File: config.mk
export PLATFORM = sky130hd
export DESIGN_NAME = dprt_store
export DESIGN_NICKNAME = d
export VERILOG_FILES = /design/src/rtl/dprt_store.sv
export SDC_FILE = /design/constraint.sdc
export NUM_CORES = 2
export LEC_CHECK = 0
export BUFFER_PORTS_ARGS = -buffer_cell sky130_fd_sc_hd__buf_2
export CAP_MARGIN = 5
export CORE_AREA = 2 2 569 571
export DETAILED_ROUTE_END_ITERATION = 8
export DIE_AREA = 0 0 571 573
export HOLD_SLACK_MARGIN = 0.03
export SYNTH_ARGS = -nofsm -noshare
export SYNTH_HDL_FRONTEND = slang
export SYNTH_SLANG_ARGS = --single-unit
export TNS_END_PERCENT = 5
File: constraint.sdc
create_clock -name clk -period 6.6 [get_ports clk]
set_clock_uncertainty 0.15 [all_clocks]
set_input_delay 0.66 -clock clk [delete_from_list [all_inputs] [get_ports clk]]
set_output_delay 0.66 -clock clk [all_outputs]
set_load 0.01 [all_outputs]
File: src/rtl/dprt_store.sv
// Bitmap store of the dirty page range tracker: one synchronous memory of
// page bytes with a registered read port. Depends on nothing else.
`default_nettype none
module dprt_store #(
  parameter int unsigned DEPTH = 512,
  parameter int unsigned AW    = 9
) (
  input  wire logic          clk,
  input  wire logic          we,
  input  wire logic [AW-1:0] waddr,
  input  wire logic [7:0]    wdata,
  input  wire logic [AW-1:0] raddr,
  output logic      [7:0]    rdata
);
  logic [7:0] mem [DEPTH];

  always_ff @(posedge clk) begin
    if (we) mem[waddr] <= wdata;
    rdata <= mem[raddr];
  end
endmodule
`default_nettype wire

* Word-level counts from Yosys, hierarchy flattened
Memory sizes are Yosys's and may differ from the RTL's. A register that Yosys moved wholly into a read port is not among the register bits. Cells that the tools add are included.
Cells by class: shifts and indexed selects 0, $lt $le $gt $ge 0, reductions and logical operators 0, $add $sub $neg 0, multiplexer cells 2, divide/modulo/power cells 0, multipliers 0, bitwise gates (word level) 0, equality and inequality tests 0
Operators with widths (count):
- 2-to-1 mux 1 bit | 2
Storage, ports and cells: memories kept 1, bits of input ports 28, bits in registers 0, memory bits (writable) 4096, output and inout bits 8, bits in read-only memories 0, word-level logic and storage cells 3, bits in latches 0
Memories:
- mem | depth 512, width 8, rd ports 1, clocked after Yosys merged registers in 1, wr ports 1, RTL line 15 | logic [7:0] mem [DEPTH];

* Logic depth before layout (Yosys ltp)
word-level depth 2, depth in mapped cells 12, mapped depth without buffers 7

* Least setup slack after synthesis
Ideal clock, no wire load.
kind input -> register, start in raddr[0], end reg rdata[0] (read register of mem), path slack 3.818 ns, arrival time 2.514 ns, buffers on the path 4, library setup time 0.118 ns, cell stages on the path 10, required time 6.332 ns, cells stage by stage buf_4 -> buf_12 -> buf_12 -> buf_2 -> mux4_2 -> o21ai_0 -> nand3_1 -> nand4_1 -> o21ai_0 -> o2111a_1
RTL lines:
- start: declaration | RTL line 12 | input wire logic [AW-1:0] raddr,
- end: declaration | RTL line 13 | output logic [7:0] rdata

==> metrics.txt <==
# TYPE chip_impl_metric gauge
chip_impl_metric{name="drt_pre_antenna_iters",unit=""} 6
chip_impl_metric{name="worst-endpoint-required",unit="ps"} 7350
chip_impl_info{name="main_combinational_cell_family_by_area_after_synthesis",value="multiplexers"} 1
chip_impl_info{name="setup_repair_after_global_routing_missed_its_margin",value="false"} 1
chip_impl_metric{name="power_density",unit="nW/um^2"} 305.7
chip_impl_metric{name="max-cap-violations",unit=""} 0
chip_impl_info{name="worst-setup-path-type",value="in -> reg"} 1
chip_impl_metric{name="clk-insertion-delay-late",unit="ps"} 970
chip_impl_metric{name="peakVddDrop",unit="V"} 0.0002052
chip_impl_metric{name="aggregate_global_routing_overflow",unit=""} 0
chip_impl_info{name="timing.critical_path.from_type",value="primary input"} 1
chip_impl_info{name="cts_tree",value="yes"} 1
chip_impl_metric{name="antenna_found_initial",unit=""} 30
chip_impl_info{name="crit_path_top_delay_cell",value="sky130_fd_sc_hd__nor4_1"} 1
chip_impl_metric{name="placedCellCount",unit=""} 12040
chip_impl_metric{name="finalSetupTns",unit="ps"} 0
chip_impl_metric{name="utilization_of_the_core_after_routing",unit=""} 0.5566
chip_impl_metric{name="via_count",unit=""} 81790
chip_impl_metric{name="post_cts_resize_count",unit=""} 0
chip_impl_info{name="critical_path.cell_chain",value="buf_8, nand2b_4, buf_12, o221ai_1, a21oi_1, nor4_1, nand4_1, nor4_2, buf_4, o2111a_1"} 1
chip_impl_metric{name="numCtsBuffers",unit=""} 418
chip_impl_metric{name="timing_hold_violations_final",unit=""} 0
chip_impl_info{name="outcome",value="finished clean"} 1
chip_impl_metric{name="chipHeight",unit="um"} 573
chip_impl_metric{name="synth_cell_area",unit="sq um"} 159900
chip_impl_metric{name="cts_max_path_buffers",unit=""} 4
chip_impl_metric{name="drt.antenna.violating_nets",unit=""} 0
chip_impl_metric{name="finalSetupViolations",unit=""} 0
chip_impl_metric{name="final_min_period_over_clock_period",unit=""} 0.6325
chip_impl_metric{name="wl",unit="mm"} 421.9
chip_impl_info{name="path_delay_family",value="simple AND/OR/NAND/NOR gates"} 1
chip_impl_metric{name="final_layout_size_suffix_gt1_frac",unit=""} 0.1767
chip_impl_metric{name="post_drt_via_cell_ratio",unit=""} 6.380
chip_impl_metric{name="synth.mux.area_fraction",unit=""} 0.1420
chip_impl_metric{name="port_buffers",unit=""} 35
chip_impl_metric{name="finish.cell_count_without_fillers",unit=""} 12820
chip_impl_metric{name="report.final.slew_viol_count",unit=""} 0
chip_impl_metric{name="postSynth.asyncResetShare",unit=""} 0
chip_impl_metric{name="delay_of_the_slowest_cell_on_the_worst_path",unit="ps"} 1070
chip_impl_info{name="worstSetupEndpointType",value="register"} 1
chip_impl_metric{name="synth-xor-area-share",unit=""} 0
chip_impl_info{name="min-delay-path-class",value="in -> reg"} 1
chip_impl_metric{name="post_synth_and_or_nand_nor_area_fraction",unit=""} 0.02631
chip_impl_metric{name="synth_adder_area_share",unit=""} 0
chip_impl_metric{name="std_cell_rows",unit=""} 208
chip_impl_metric{name="max_freq",unit="MHz"} 239.6
chip_impl_info{name="synthTopCellsByArea",value="sky130_fd_sc_hd__edfxtp_1 77%, sky130_fd_sc_hd__mux4_2 9.2%, sky130_fd_sc_hd__mux2i_1 5.0%, sky130_fd_sc_hd__o221ai_1 2.0%, sky130_fd_sc_hd__nor2_1 1.4%"} 1
chip_impl_metric{name="timing.final.crit_period",unit="ps"} 4174
chip_impl_metric{name="yosysSeqAreaShare",unit=""} 0.7701
chip_impl_metric{name="syn2layout_area_growth",unit="%"} 11.50
chip_impl_info{name="synth_largest_area_cell",value="sky130_fd_sc_hd__edfxtp_1"} 1
chip_impl_metric{name="synth-compound-area-share",unit=""} 0.04313
chip_impl_metric{name="worst_setup_hold_path_clk_slew",unit="ps"} 60
chip_impl_metric{name="core",unit="sq um"} 320400
chip_impl_metric{name="vias_in_the_first_global_route",unit=""} 81000
chip_impl_metric{name="synth_fp_nets",unit=""} 8058
chip_impl_metric{name="final_net_count",unit=""} 8183
chip_impl_metric{name="htree_levels",unit=""} 5
chip_impl_metric{name="floorplan.initialDensity",unit=""} 0.4992
chip_impl_metric{name="timing.max_slew.rel_slack",unit=""} 0.1258
chip_impl_metric{name="io_pins",unit=""} 36
chip_impl_info{name="most_used_dff_post_synth",value="sky130_fd_sc_hd__edfxtp_1"} 1
chip_impl_metric{name="synthesis.area_per_instance",unit="sq um"} 19.92
chip_impl_metric{name="static-leakage-power",unit="nW"} 56.10
chip_impl_metric{name="pin_count_of_the_biggest_net_entering_global_routing",unit=""} 216
chip_impl_metric{name="grt_pass1_wl",unit="mm"} 598.1
chip_impl_metric{name="initialDrtViolationCount",unit=""} 10480
chip_impl_metric{name="grt.total_usage",unit=""} 0.2546
chip_impl_metric{name="ys.warnings.count",unit=""} 0
chip_impl_metric{name="die_w",unit="um"} 571
chip_impl_metric{name="cp_max_fo",unit=""} 53
chip_impl_metric{name="drcViolationCount",unit=""} 0
chip_impl_metric{name="timing.critical_path.buf_inv",unit=""} 3
chip_impl_metric{name="cts.repair_timing.setup_buffer_count",unit=""} 0
chip_impl_metric{name="synth-seq-cells",unit=""} 4104
chip_impl_metric{name="post_cts_hold_buffer_count",unit=""} 1
chip_impl_metric{name="total_power",unit="mW"} 54.51
chip_impl_metric{name="routed_wire_length_per_instance",unit="um"} 32.91
chip_impl_metric{name="die_area",unit="sq um"} 327200
chip_impl_info{name="clock-root-buffer",value="sky130_fd_sc_hd__clkbuf_16"} 1
chip_impl_metric{name="globalplace.congestion",unit=""} 0.9063
chip_impl_metric{name="place.detailed.hpwl",unit="mm"} 251.8
chip_impl_metric{name="synth_enable_flop_cells",unit=""} 4096
chip_impl_metric{name="synthCells",unit=""} 8030
chip_impl_metric{name="critPathArrivalTime",unit="ps"} 4920
chip_impl_metric{name="tightestPinTransition",unit="ps"} 1311
chip_impl_metric{name="cts_num_sinks",unit=""} 4104
chip_impl_metric{name="synth.lib_cells_used.distinct",unit=""} 51
chip_impl_metric{name="synth_top_cell_area_share",unit=""} 0.7691
cell usage after synthesis, types with 5 or more instances:
library cell / instances
sky130_fd_sc_hd__buf_4: 70
sky130_fd_sc_hd__nor3_1: 109
sky130_fd_sc_hd__buf_6: 64
sky130_fd_sc_hd__nand2_1: 111
sky130_fd_sc_hd__mux2i_1: 797
sky130_fd_sc_hd__nor2_1: 597
sky130_fd_sc_hd__buf_12: 5
sky130_fd_sc_hd__buf_8: 11
sky130_fd_sc_hd__or3_1: 6
sky130_fd_sc_hd__and2_1: 20
sky130_fd_sc_hd__a21oi_1: 194
sky130_fd_sc_hd__a22oi_1: 61
sky130_fd_sc_hd__o21ai_0: 118
sky130_fd_sc_hd__o311ai_0: 5
sky130_fd_sc_hd__clkbuf_1: 265
sky130_fd_sc_hd__a211oi_1: 17
sky130_fd_sc_hd__buf_1: 41
sky130_fd_sc_hd__o22ai_1: 163
sky130_fd_sc_hd__a22o_1: 5
sky130_fd_sc_hd__o31ai_1: 13
sky130_fd_sc_hd__o221ai_1: 371
sky130_fd_sc_hd__edfxtp_1: 4096
sky130_fd_sc_hd__nand3_1: 36
sky130_fd_sc_hd__dfxtp_1: 8
sky130_fd_sc_hd__nor4_1: 36
sky130_fd_sc_hd__o2111a_1: 8
sky130_fd_sc_hd__o41ai_1: 7
sky130_fd_sc_hd__nor3b_1: 8
sky130_fd_sc_hd__nand4_1: 32
sky130_fd_sc_hd__mux4_2: 654
sky130_fd_sc_hd__buf_2: 57
sky130_fd_sc_hd__nor2b_1: 6
sequential cells by signal, indices dropped and copies added (netlist names):
name	flops
mem	4096
rdata	8
metrics by stage:
stage,worst slack [ps],hold WS (ps),instance area [sq um]
after detailed placement,1663,945.6,164900
after global routing,2538,46.35,178300
final,2426,65.09,178300
after CTS,2674,40.18,178300
after floorplan,3818,608.9,159900
after global placement,1088,942.3,164900
layout by cell type, fill, tap and decap left out, types with 8 or more instances in the layout:
master                       netlist  routed
sky130_fd_sc_hd__and2_1           20      19
sky130_fd_sc_hd__nand2_4           0      12
sky130_fd_sc_hd__nand3_1          36      32
sky130_fd_sc_hd__clkinv_1          0      93
sky130_fd_sc_hd__o22ai_1         163     163
sky130_fd_sc_hd__a22oi_1          61      61
sky130_fd_sc_hd__o221ai_1        371     371
sky130_fd_sc_hd__o21ai_0         118     113
sky130_fd_sc_hd__dfxtp_1           8       8
sky130_fd_sc_hd__a211oi_1         17      17
sky130_fd_sc_hd__edfxtp_1       4096    4096
sky130_fd_sc_hd__o31ai_1          13      13
sky130_fd_sc_hd__diode_2           0      14
sky130_fd_sc_hd__nor3_1          109     105
sky130_fd_sc_hd__buf_12            5      53
sky130_fd_sc_hd__buf_8            11      10
sky130_fd_sc_hd__nor4_1           36      33
sky130_fd_sc_hd__mux4_2          654     654
sky130_fd_sc_hd__clkbuf_16         0     423
sky130_fd_sc_hd__buf_4            70     126
sky130_fd_sc_hd__o2111a_1          8       8
sky130_fd_sc_hd__clkbuf_1        265      85
sky130_fd_sc_hd__mux2i_1         797     797
sky130_fd_sc_hd__bufinv_16         0      38
sky130_fd_sc_hd__clkinvlp_4        0      12
sky130_fd_sc_hd__nand2_1         111      97
sky130_fd_sc_hd__nand4_1          32      32
sky130_fd_sc_hd__buf_2            57      25
sky130_fd_sc_hd__inv_6             0      12
sky130_fd_sc_hd__a21oi_1         194     194
sky130_fd_sc_hd__nor2_1          597     595
sky130_fd_sc_hd__clkinv_2          0      88
cell type report:
class	instances	area, sq um
clock inverters	257	2436
inverters	3	18.77
multi-input cells	3410	34050
flip-flops and latches	4104	123200
well taps	4305	5386
repair buffers	218	2328
clock buffers	508	10900
diodes	14	35.03
fillers	24100	142100
worst register-to-register path, delay by kind of cell, from the launching register on:
family / cells / cell delay [ps]
flip-flops: 1 / 330
buffers and inverters: 1 / 200
AO/OA/AOI/OAI: 3 / 700
AND/OR/NAND/NOR: 3 / 1900
multiplexers: 1 / 110
power breakdown:
| part | switching, mW | internal, mW |
|---|---|---|
| clock | 9.90 | 13.2 |
| combinational | 1.80 | 0.813 |
| sequential | 0.0310 | 28.7 |
| total | 11.7 | 42.8 |
worst paths after layout:
kind	cells after the start	startpoint	endpoint	slack (ps)
setup / recovery	10	raddr[1]	rdata[0]	2430
hold / removal	1	wdata[5]	mem[337][5]	70
setup reg to reg	8	mem[265][0]	rdata[0]	3160
hold reg to reg	5	mem[318][3]	rdata[3]	1100
metal layers:
layer  GRT usage  up-vias  wire length [um]
met4     0.08193       10             14910
met1      0.3688    43440            173100
met3     0.04126      711             34680
met2      0.3978     3882            199200
met5           0        -                69
li1            -    33750                 -
cells by family (layout without fill, tap and decap cells):
group           after synthesis  in the layout
flops                      4104           4104
mux                        1451           1451
simple gates                980            980
compound gates              979            979
buf+inv                     516            986
other cells                   0             14
Power figures use the tool's default switching activity.
